`config.mk`:
```
export PLATFORM = sky130hd
export DESIGN_NAME = light_sensor_brightness_map_top
export DESIGN_NICKNAME = d
export VERILOG_FILES = /design/src/lsbm_pkg.sv /design/src/light_sensor_brightness_map_top.sv /design/src/lsbm_ctrl.sv /design/src/lsbm_datapath.sv
export SDC_FILE = /design/constraint.sdc
export NUM_CORES = 1
export LEC_CHECK = 0
export BUFFER_PORTS_ARGS = -buffer_cell sky130_fd_sc_hd__buf_2
export CORE_UTILIZATION = 30
export CTS_CLUSTER_DIAMETER = 200
export DETAILED_ROUTE_END_ITERATION = 10
export HOLD_SLACK_MARGIN = 0.15
export PLACE_DENSITY = 0.47
export SLEW_MARGIN = 40
export SYNTH_ARGS = -nofsm -noshare
export SYNTH_HDL_FRONTEND = slang
export SYNTH_SLANG_ARGS = --single-unit
```
`constraint.sdc`:
```
create_clock -name clk -period 9.4 [get_ports clk]
set_clock_uncertainty 0.1 [all_clocks]
set_input_delay 2.82 -clock clk [delete_from_list [all_inputs] [get_ports clk]]
set_output_delay 2.82 -clock clk [all_outputs]
set_load 0.05 [all_outputs]
```
`src/lsbm_pkg.sv`:
```
package lsbm_pkg;

	// Input word: millisecond time stamp and raw sensor reading.
	typedef struct packed {
		logic [31:0] time_ms;
		logic [11:0] adc_sample;
	} in_word_t;

	// Output word: held brightness and the sample-taken flag.
	typedef struct packed {
		logic [6:0] brightness;
		logic       sample_taken;
	} out_word_t;

	// Configuration register indexes.
	localparam int CFG_IDX_W  = 1;
	localparam int CFG_DATA_W = 16;
	localparam logic [CFG_IDX_W-1:0] CFG_WEIGHT = 1'd0;
	localparam logic [CFG_IDX_W-1:0] CFG_SAMPLE_INTERVAL = 1'd1;

	// Register and state reset values.
	localparam logic [8:0]  RST_WEIGHT   = 9'd1;
	localparam logic [15:0] RST_INTERVAL = 16'd100;
	localparam logic [11:0] RST_LEVEL    = 12'd1969;
	localparam logic [6:0]  RST_BRIGHT   = 7'd35;

	// Table ends: clamp points and their brightness.
	localparam logic [11:0] MAP_X_FIRST = 12'd282;
	localparam logic [11:0] MAP_X_LAST  = 12'd3833;
	localparam logic [6:0]  MAP_Y_FIRST = 7'd100;
	localparam logic [6:0]  MAP_Y_LAST  = 7'd5;

	// Per-segment interpolation constants. The slope is negative in every
	// segment, so its magnitude is stored and the quotient is subtracted.
	localparam int RECIP_SHIFT = 20;
	localparam logic [11:0] SEG_X_LO  [4] = '{12'd282, 12'd1000, 12'd1969, 12'd3000};
	localparam logic [11:0] SEG_X_HI  [4] = '{12'd1000, 12'd1969, 12'd3000, 12'd3833};
	localparam logic [6:0]  SEG_Y_LO  [4] = '{7'd100, 7'd90, 7'd80, 7'd70};
	localparam logic [6:0]  SEG_DY    [4] = '{7'd10, 7'd10, 7'd10, 7'd65};
	localparam logic [10:0] SEG_DIV   [4] = '{11'd718, 11'd969, 11'd1031, 11'd833};
	// floor(2^RECIP_SHIFT / divisor); the estimate is low by at most one.
	localparam logic [10:0] SEG_RECIP [4] = '{11'd1460, 11'd1082, 11'd1017, 11'd1258};

	// Controller states.
	typedef enum logic [2:0] {
		ST_IDLE,
		ST_CHECK,
		ST_UPDATE,
		ST_NUMER,
		ST_QUOT,
		ST_FIX,
		ST_DONE
	} state_t;

	// Controller to datapath commands.
	typedef struct packed {
		logic ld_in;
		logic do_check;
		logic do_update;
		logic do_numer;
		logic do_quot;
		logic do_fix;
		logic ld_out;
	} cmd_t;

	// Datapath to controller status.
	typedef struct packed {
		logic take;
	} status_t;

endpackage

```
`src/light_sensor_brightness_map_top.sv`:
```
// A sampled word steps through the check, update, numerator, quotient, fix and done
// states; an unsampled one goes from check to done. A new word is taken only in idle,
// after the last word is loaded into the output; done waits while output is stalled. The
// filter multiply and the reciprocal divide run as sequential steps of one controller.
// Reset: weight 1, sample_interval_ms 100, level 1969, brightness 35, no output.
module light_sensor_brightness_map_top #(
	parameter int LEVEL_FRAC_BITS = 4
) (
	input  logic                            clk,
	input  logic                            arst_n,
	input  logic                            in_valid,
	output logic                            in_stall,
	input  lsbm_pkg::in_word_t              in_data,
	output logic                            out_valid,
	input  logic                            out_stall,
	output lsbm_pkg::out_word_t             out_data,
	input  logic                            cfg_valid,
	output logic                            cfg_ready,
	input  logic [lsbm_pkg::CFG_IDX_W-1:0]  cfg_index,
	input  logic [lsbm_pkg::CFG_DATA_W-1:0] cfg_data
);

	lsbm_pkg::cmd_t    cmd;
	lsbm_pkg::status_t status;

	// Register writes are always taken.
	assign cfg_ready = 1'b1;

	lsbm_ctrl u_ctrl (
		.clk       (clk),
		.arst_n    (arst_n),
		.in_valid  (in_valid),
		.out_stall (out_stall),
		.status    (status),
		.cmd       (cmd),
		.in_stall  (in_stall),
		.out_valid (out_valid)
	);

	lsbm_datapath #(
		.LEVEL_FRAC_BITS (LEVEL_FRAC_BITS)
	) u_datapath (
		.clk       (clk),
		.arst_n    (arst_n),
		.cmd       (cmd),
		.in_data   (in_data),
		.cfg_we    (cfg_valid && cfg_ready),
		.cfg_index (cfg_index),
		.cfg_data  (cfg_data),
		.status    (status),
		.out_data  (out_data)
	);

endmodule

```
`src/lsbm_ctrl.sv`:
```
module lsbm_ctrl (
	input  logic                 clk,
	input  logic                 arst_n,
	input  logic                 in_valid,
	input  logic                 out_stall,
	input  lsbm_pkg::status_t    status,
	output lsbm_pkg::cmd_t       cmd,
	output logic                 in_stall,
	output logic                 out_valid
);

	lsbm_pkg::state_t state_q;
	lsbm_pkg::state_t state_nxt;
	logic             out_valid_q;
	logic             out_free;

	// The output register can take a word when empty or being emptied.
	assign out_free  = !out_valid_q || !out_stall;
	assign out_valid = out_valid_q;
	assign in_stall  = (state_q != lsbm_pkg::ST_IDLE);

	// Next state.
	always_comb begin
		state_nxt = state_q;
		case (state_q)
			lsbm_pkg::ST_IDLE: begin
				if (in_valid) state_nxt = lsbm_pkg::ST_CHECK;
			end
			lsbm_pkg::ST_CHECK: begin
				state_nxt = status.take ? lsbm_pkg::ST_UPDATE : lsbm_pkg::ST_DONE;
			end
			lsbm_pkg::ST_UPDATE: state_nxt = lsbm_pkg::ST_NUMER;
			lsbm_pkg::ST_NUMER:  state_nxt = lsbm_pkg::ST_QUOT;
			lsbm_pkg::ST_QUOT:   state_nxt = lsbm_pkg::ST_FIX;
			lsbm_pkg::ST_FIX:    state_nxt = lsbm_pkg::ST_DONE;
			lsbm_pkg::ST_DONE: begin
				if (out_free) state_nxt = lsbm_pkg::ST_IDLE;
			end
			default: state_nxt = lsbm_pkg::ST_IDLE;
		endcase
	end

	// Commands to the datapath.
	always_comb begin
		cmd = '0;
		case (state_q)
			lsbm_pkg::ST_IDLE:   cmd.ld_in     = in_valid;
			lsbm_pkg::ST_CHECK:  cmd.do_check  = 1'b1;
			lsbm_pkg::ST_UPDATE: cmd.do_update = 1'b1;
			lsbm_pkg::ST_NUMER:  cmd.do_numer  = 1'b1;
			lsbm_pkg::ST_QUOT:   cmd.do_quot   = 1'b1;
			lsbm_pkg::ST_FIX:    cmd.do_fix    = 1'b1;
			lsbm_pkg::ST_DONE:   cmd.ld_out    = out_free;
			default:             cmd = '0;
		endcase
	end

	// State register and output valid flag.
	always_ff @(posedge clk or negedge arst_n) begin
		if (!arst_n) begin
			state_q     <= lsbm_pkg::ST_IDLE;
			out_valid_q <= 1'b0;
		end else begin
			state_q <= state_nxt;
			if (cmd.ld_out) begin
				out_valid_q <= 1'b1;
			end else if (!out_stall) begin
				out_valid_q <= 1'b0;
			end
		end
	end

endmodule

```
`src/lsbm_datapath.sv`:
```
module lsbm_datapath #(
	parameter int LEVEL_FRAC_BITS = 4
) (
	input  logic                            clk,
	input  logic                            arst_n,
	input  lsbm_pkg::cmd_t                  cmd,
	input  lsbm_pkg::in_word_t              in_data,
	input  logic                            cfg_we,
	input  logic [lsbm_pkg::CFG_IDX_W-1:0]  cfg_index,
	input  logic [lsbm_pkg::CFG_DATA_W-1:0] cfg_data,
	output lsbm_pkg::status_t               status,
	output lsbm_pkg::out_word_t             out_data
);

	localparam int LW = 12 + LEVEL_FRAC_BITS;
	localparam int PW = 23;
	localparam int SW = ((LW + 1 > PW) ? LW + 1 : PW) + 1;
	localparam int RECIP_SHIFT_LO = lsbm_pkg::RECIP_SHIFT;

	// Configuration and filter state.
	logic [8:0]   weight_q;
	logic [15:0]  interval_q;
	logic [LW-1:0] level_q;
	logic [31:0]  last_q;
	logic [6:0]   held_q;

	// Per-item working registers.
	logic [31:0]        time_q;
	logic [11:0]        smp_q;
	logic               taken_q;
	logic signed [PW-1:0] prod_q;
	logic [1:0]         seg_q;
	logic [6:0]         base_q;
	logic [15:0]        num_q;
	logic [6:0]         qt_q;
	lsbm_pkg::out_word_t out_q;

	// Elapsed time check and error product.
	logic [31:0]          elapsed;
	logic signed [12:0]   err;
	logic signed [PW-1:0] prod_nxt;
	logic [11:0]          lvl_int;

	assign lvl_int  = level_q[LW-1:LEVEL_FRAC_BITS];
	assign elapsed  = time_q - last_q;
	assign status.take = (elapsed >= {16'd0, interval_q});
	assign err      = $signed({1'b0, smp_q}) - $signed({1'b0, lvl_int});
	assign prod_nxt = PW'($signed({1'b0, weight_q}) * err);

	// Level update with saturation to the filter range.
	logic signed [SW-1:0] sum;
	logic [LW-1:0]        level_nxt;

	assign sum = $signed({{(SW-LW){1'b0}}, level_q}) + SW'(prod_q);

	always_comb begin
		if (sum < 0) begin
			level_nxt = '0;
		end else if (sum > $signed({{(SW-LW){1'b0}}, {LW{1'b1}}})) begin
			level_nxt = '1;
		end else begin
			level_nxt = sum[LW-1:0];
		end
	end

	// Segment select and interpolation numerator.
	logic [1:0]  seg_nxt;
	logic [6:0]  base_nxt;
	logic [15:0] num_nxt;
	logic [11:0] off;
	logic [18:0] mul19;

	always_comb begin
		if (lvl_int <= lsbm_pkg::SEG_X_HI[0]) begin
			seg_nxt = 2'd0;
		end else if (lvl_int <= lsbm_pkg::SEG_X_HI[1]) begin
			seg_nxt = 2'd1;
		end else if (lvl_int <= lsbm_pkg::SEG_X_HI[2]) begin
			seg_nxt = 2'd2;
		end else begin
			seg_nxt = 2'd3;
		end
		off   = lvl_int - lsbm_pkg::SEG_X_LO[seg_nxt];
		mul19 = {7'd0, off} * {12'd0, lsbm_pkg::SEG_DY[seg_nxt]};
		if (lvl_int <= lsbm_pkg::MAP_X_FIRST) begin
			base_nxt = lsbm_pkg::MAP_Y_FIRST;
			num_nxt  = '0;
		end else if (lvl_int >= lsbm_pkg::MAP_X_LAST) begin
			base_nxt = lsbm_pkg::MAP_Y_LAST;
			num_nxt  = '0;
		end else begin
			base_nxt = lsbm_pkg::SEG_Y_LO[seg_nxt];
			num_nxt  = mul19[15:0];
		end
	end

	// Quotient estimate by reciprocal multiplication.
	logic [26:0] qprod;
	assign qprod = {11'd0, num_q} * {16'd0, lsbm_pkg::SEG_RECIP[seg_q]};

	// Quotient correction and final brightness.
	logic [17:0] qd;
	logic [17:0] rem;
	logic [6:0]  q_fix;
	assign qd    = {11'd0, qt_q} * {7'd0, lsbm_pkg::SEG_DIV[seg_q]};
	assign rem   = {2'd0, num_q} - qd;
	assign q_fix = qt_q + 7'((rem >= {7'd0, lsbm_pkg::SEG_DIV[seg_q]}) ? 1 : 0);

	// Configuration registers and filter state.
	always_ff @(posedge clk or negedge arst_n) begin
		if (!arst_n) begin
			weight_q   <= lsbm_pkg::RST_WEIGHT;
			interval_q <= lsbm_pkg::RST_INTERVAL;
			level_q    <= LW'(lsbm_pkg::RST_LEVEL) << LEVEL_FRAC_BITS;
			last_q     <= '0;
			held_q     <= lsbm_pkg::RST_BRIGHT;
		end else begin
			if (cfg_we && cfg_index == lsbm_pkg::CFG_WEIGHT) begin
				weight_q <= cfg_data[8:0];
			end
			if (cfg_we && cfg_index == lsbm_pkg::CFG_SAMPLE_INTERVAL) begin
				interval_q <= cfg_data;
			end
			if (cmd.do_update) begin
				level_q <= level_nxt;
				last_q  <= time_q;
			end
			if (cmd.do_fix) begin
				held_q <= base_q - q_fix;
			end
		end
	end

	// Working registers for the item in flight.
	always_ff @(posedge clk) begin
		if (cmd.ld_in) begin
			time_q <= in_data.time_ms;
			smp_q  <= in_data.adc_sample;
		end
		if (cmd.do_check) begin
			taken_q <= status.take;
			prod_q  <= prod_nxt;
		end
		if (cmd.do_numer) begin
			seg_q  <= seg_nxt;
			base_q <= base_nxt;
			num_q  <= num_nxt;
		end
		if (cmd.do_quot) begin
			qt_q <= qprod[26:RECIP_SHIFT_LO];
		end
		if (cmd.ld_out) begin
			out_q.brightness   <= held_q;
			out_q.sample_taken <= taken_q;
		end
	end

	assign out_data = out_q;

endmodule

```
==> reports/results.tsv <==
stage	metric	value	unit
cts	ctsRootBufferMaster	clkbuf_16	
synth	synth_seq_cells	192	
synth	synth_top_family_by_area	adder cells	
synth	syn_area_per_cell	9.34	um2
finish	layout_commonest_cell	inv_1	
routing	drc_errors	0	
floorplanning	boundaryPins	77	
setup_path	cp.arrival	8.82	ns
synth	synth_nets	3294	
timing	worst_slew_pin_slew	0.877	ns
cts	cts.clk_slew.worst_paths	0.09	ns
setup_path	cp_max_fo	23	
placement	dp_hpwl	49900	um
finish	mostFrequentLayoutCells	510 x inv_1, 311 x ha_1, 290 x fa_1, 255 x nand2_1, 146 x nor2_1	
finish	stdcell_area	26800	um2
cts	clk_latency	0.49	ns
timing	rsz0062_at_grt	false	
routing	wirelength	60100	um
hold_path	whs_endpoint	u_datapath.out_data[0]$_DFFE_PP_	
timing	worst_slew_margin_rel	0.400	
routing	firstDrtPassIters	7	
run_status	status	finished clean	
synth	synth-async-reset-ratio	0.438	
setup_path	reg2regPathDepth	31	
setup_path	crit_family	adder cells	
synth	synth_edf_count	108	
placement	place_inst	3719	
synth	synth_compound_area_frac	0.103	
synth	ys.flop_type	edfxtp_1	
placement	place_congestion	0.866	
routing	drtIter0Drc	987	
timing	timing.final.ws_setup	0.842	ns
cts	numCtsBuffers	17	
synth	synth_seq_area_share	0.219	
synth	syn_inst	2627	
setup_path	endpoint_kind	flop	
floorplanning	rows	104	
synth	yosys.area.top_type	fa_1	
timing	fin_crit_sh	0.910	
floorplanning	core	80700	um2
global_routing	grt_remaining_overflow	0	
synth	yosys.area_share.simple	0.138	
timing	slew_viol_final	0	
cts	post_cts_buffers	0	
floorplanning	die_h	288	um
routing	wl_per_cell	16.0	um
routing	post_drt_via_cell_ratio	4.78	
setup_path	cp-startpoint	u_datapath.seg_q[0]$_DFFE_PP_	
cts	clockBufferDepth	2	
floorplanning	die_w	288	um
cts	cts_tree	done	
setup_path	worstPathRequired	9.66	ns
synth	synth_area_leaders	fa_1 24%, ha_1 16%, edfxtp_1 13%	
cts	htree_levels	4	
global_routing	busiest_layer	met2	
cts	cts_sinks	192	
synth	synth_cell_types	81	
floorplanning	die_area	82900	um2
floorplanning	start_util	0.304	
setup_path	slowest_stage	edfxtp_1	
setup_path	startpoint_type	flop	
setup_path	cpMostUsedCell	fa_1	
finish	final_cells	3752	
timing	finalSetupViolCount	0	
setup_path	slowest_delay	0.86	ns
setup_path	reg2reg_slack	0.84	ns
global_routing	grt_pass1_vias	19000	
setup_path	crit_buf_inv	4	
setup_path	crit_type	reg2reg	
placement	portBuffers	75	
timing	fmax	117	MHz
routing	vias	17900	
cts	cts_resized	0	
global_routing	grt_max_degree	67	
synth	synthMuxAreaShare	0.0154	
global_routing	use_met1	0.203	
setup_path	r2r_start	u_datapath.seg_q[0]$_DFFE_PP_	
hold_path	min-delay-start	u_datapath.taken_q$_DFFE_PP_	
finish	drive_above_1_share	0.0758	
routing	ant_nets	0	
finish	syn2layout_area_growth	9.31	%
setup_path	timing.rr.end	u_datapath.held_q[6]$_DFFE_PN0N_	
cts	cts_hold_buf	0	
global_routing	grt_pass1_wl	99800	um
timing	layout_min_cycle_time	8.56	ns
timing	setup_tns	0	ns
finish	nets	3345	
global_routing	antenna_found_initial	4	
placement	post-place-ws	0.813	ns
synth	synth-xor-area-share	0.0411	
global_routing	grt_use_met2	0.259	
placement	place_area	26200	um2
synth	yosys_warnings	0	
hold_path	min_path_cells	0	
global_routing	grt_use_met3	0.0239	
synth	synth-adder-area-share	0.395	
synth	syn_area	24500	um2
synth	synth_top_area_share	0.237	
job	cap_violations	0	
hold_path	hp-class	reg2reg	
global_routing	grt_use_total	0.152	
timing	hold_viol_final	0	
## layer usage
metal | vias to the layer above | part of all wire
li1 | 8659 | -
met1 | 8948 | 0.47
met2 | 282 | 0.48
met3 | 45 | 0.035
met4 | 0 | 0.014
met5 | - | 0
## cells by family (layout without fill, tap and decap cells)
| family | count (synthesis) | after routing |
|---|---|---|
| DFF | 192 | 192 |
| xor gates and xnor gates | 115 | 115 |
| buffers and inverters | 569 | 633 |
| adders and majority gates | 601 | 601 |
| and+or+nand+nor | 711 | 711 |
| AOI/OAI and AO/OA | 404 | 404 |
| muxes | 34 | 34 |
| other | 1 | 2 |
## synth_stat cells, types with 7 or more instances
master / instances
a2111oi_0: 8
a211oi_1: 11
a21o_1: 35
a21oi_1: 116
a31oi_1: 17
and2_1: 99
and3_1: 13
clkbuf_1: 50
dfrtp_1: 70
dfstp_2: 14
edfxtp_1: 108
fa_1: 290
ha_1: 311
inv_1: 510
mux2_2: 29
nand2_1: 256
nand2b_1: 24
nand3_1: 24
nand4_1: 17
nor2_1: 153
nor2b_1: 36
nor3_1: 33
nor4_1: 8
o211ai_1: 8
o21a_1: 10
o21ai_0: 111
o21bai_1: 16
o22ai_1: 7
or2_2: 11
or3_1: 17
xnor2_1: 79
xor2_1: 36
## per-stage QoR
stage	util	hold slack (ns)
after floorplan	-	0.300
after global placement	0.324	0.306
after detailed placement	0.324	0.312
after CTS	0.332	0.333
after global routing	0.332	0.359
final	0.332	0.334
## worst max path at each step
stage | slack (ns) | depth (start not counted) | end
3_3_place_gp | 1.05 | 30 | u_datapath.held_q[6]$_DFFE_PN0N_
4_1_cts | 0.79 | 31 | u_datapath.held_q[6]$_DFFE_PN0N_
2_1_floorplan | 1.74 | 27 | u_datapath.prod_q[22]$_DFFE_PP_
5_1_grt | 0.29 | 31 | u_datapath.held_q[6]$_DFFE_PN0N_
3_5_place_dp | 0.81 | 31 | u_datapath.held_q[6]$_DFFE_PN0N_
6_report | 0.84 | 31 | u_datapath.held_q[6]$_DFFE_PN0N_
## final cells by class
| type | count | area (um2) |
|---|---|---|
| inverters | 510 | 1910 |
| clock inverters | 15 | 199 |
| multi-input cells | 1866 | 17100 |
| clock buffers | 17 | 425 |
| fillers | 8416 | 53900 |
| flip-flops and latches | 192 | 5360 |
| diodes | 1 | 2.50 |
| repair buffers | 91 | 502 |
| well taps | 1060 | 1330 |
## state kept, by name (all words and copies together) (netlist names), 8 cells and up
signal and flops:
u_datapath.interval_q 16, u_datapath.last_q 32, u_datapath.level_q 16, u_datapath.num_q 16
u_datapath.out_data 8, u_datapath.prod_q 23, u_datapath.smp_q 12, u_datapath.time_q 32
u_datapath.weight_q 9
Power is not shown: default switching activity piles up to over one toggle a cycle in this logic, so the estimate is an artifact.
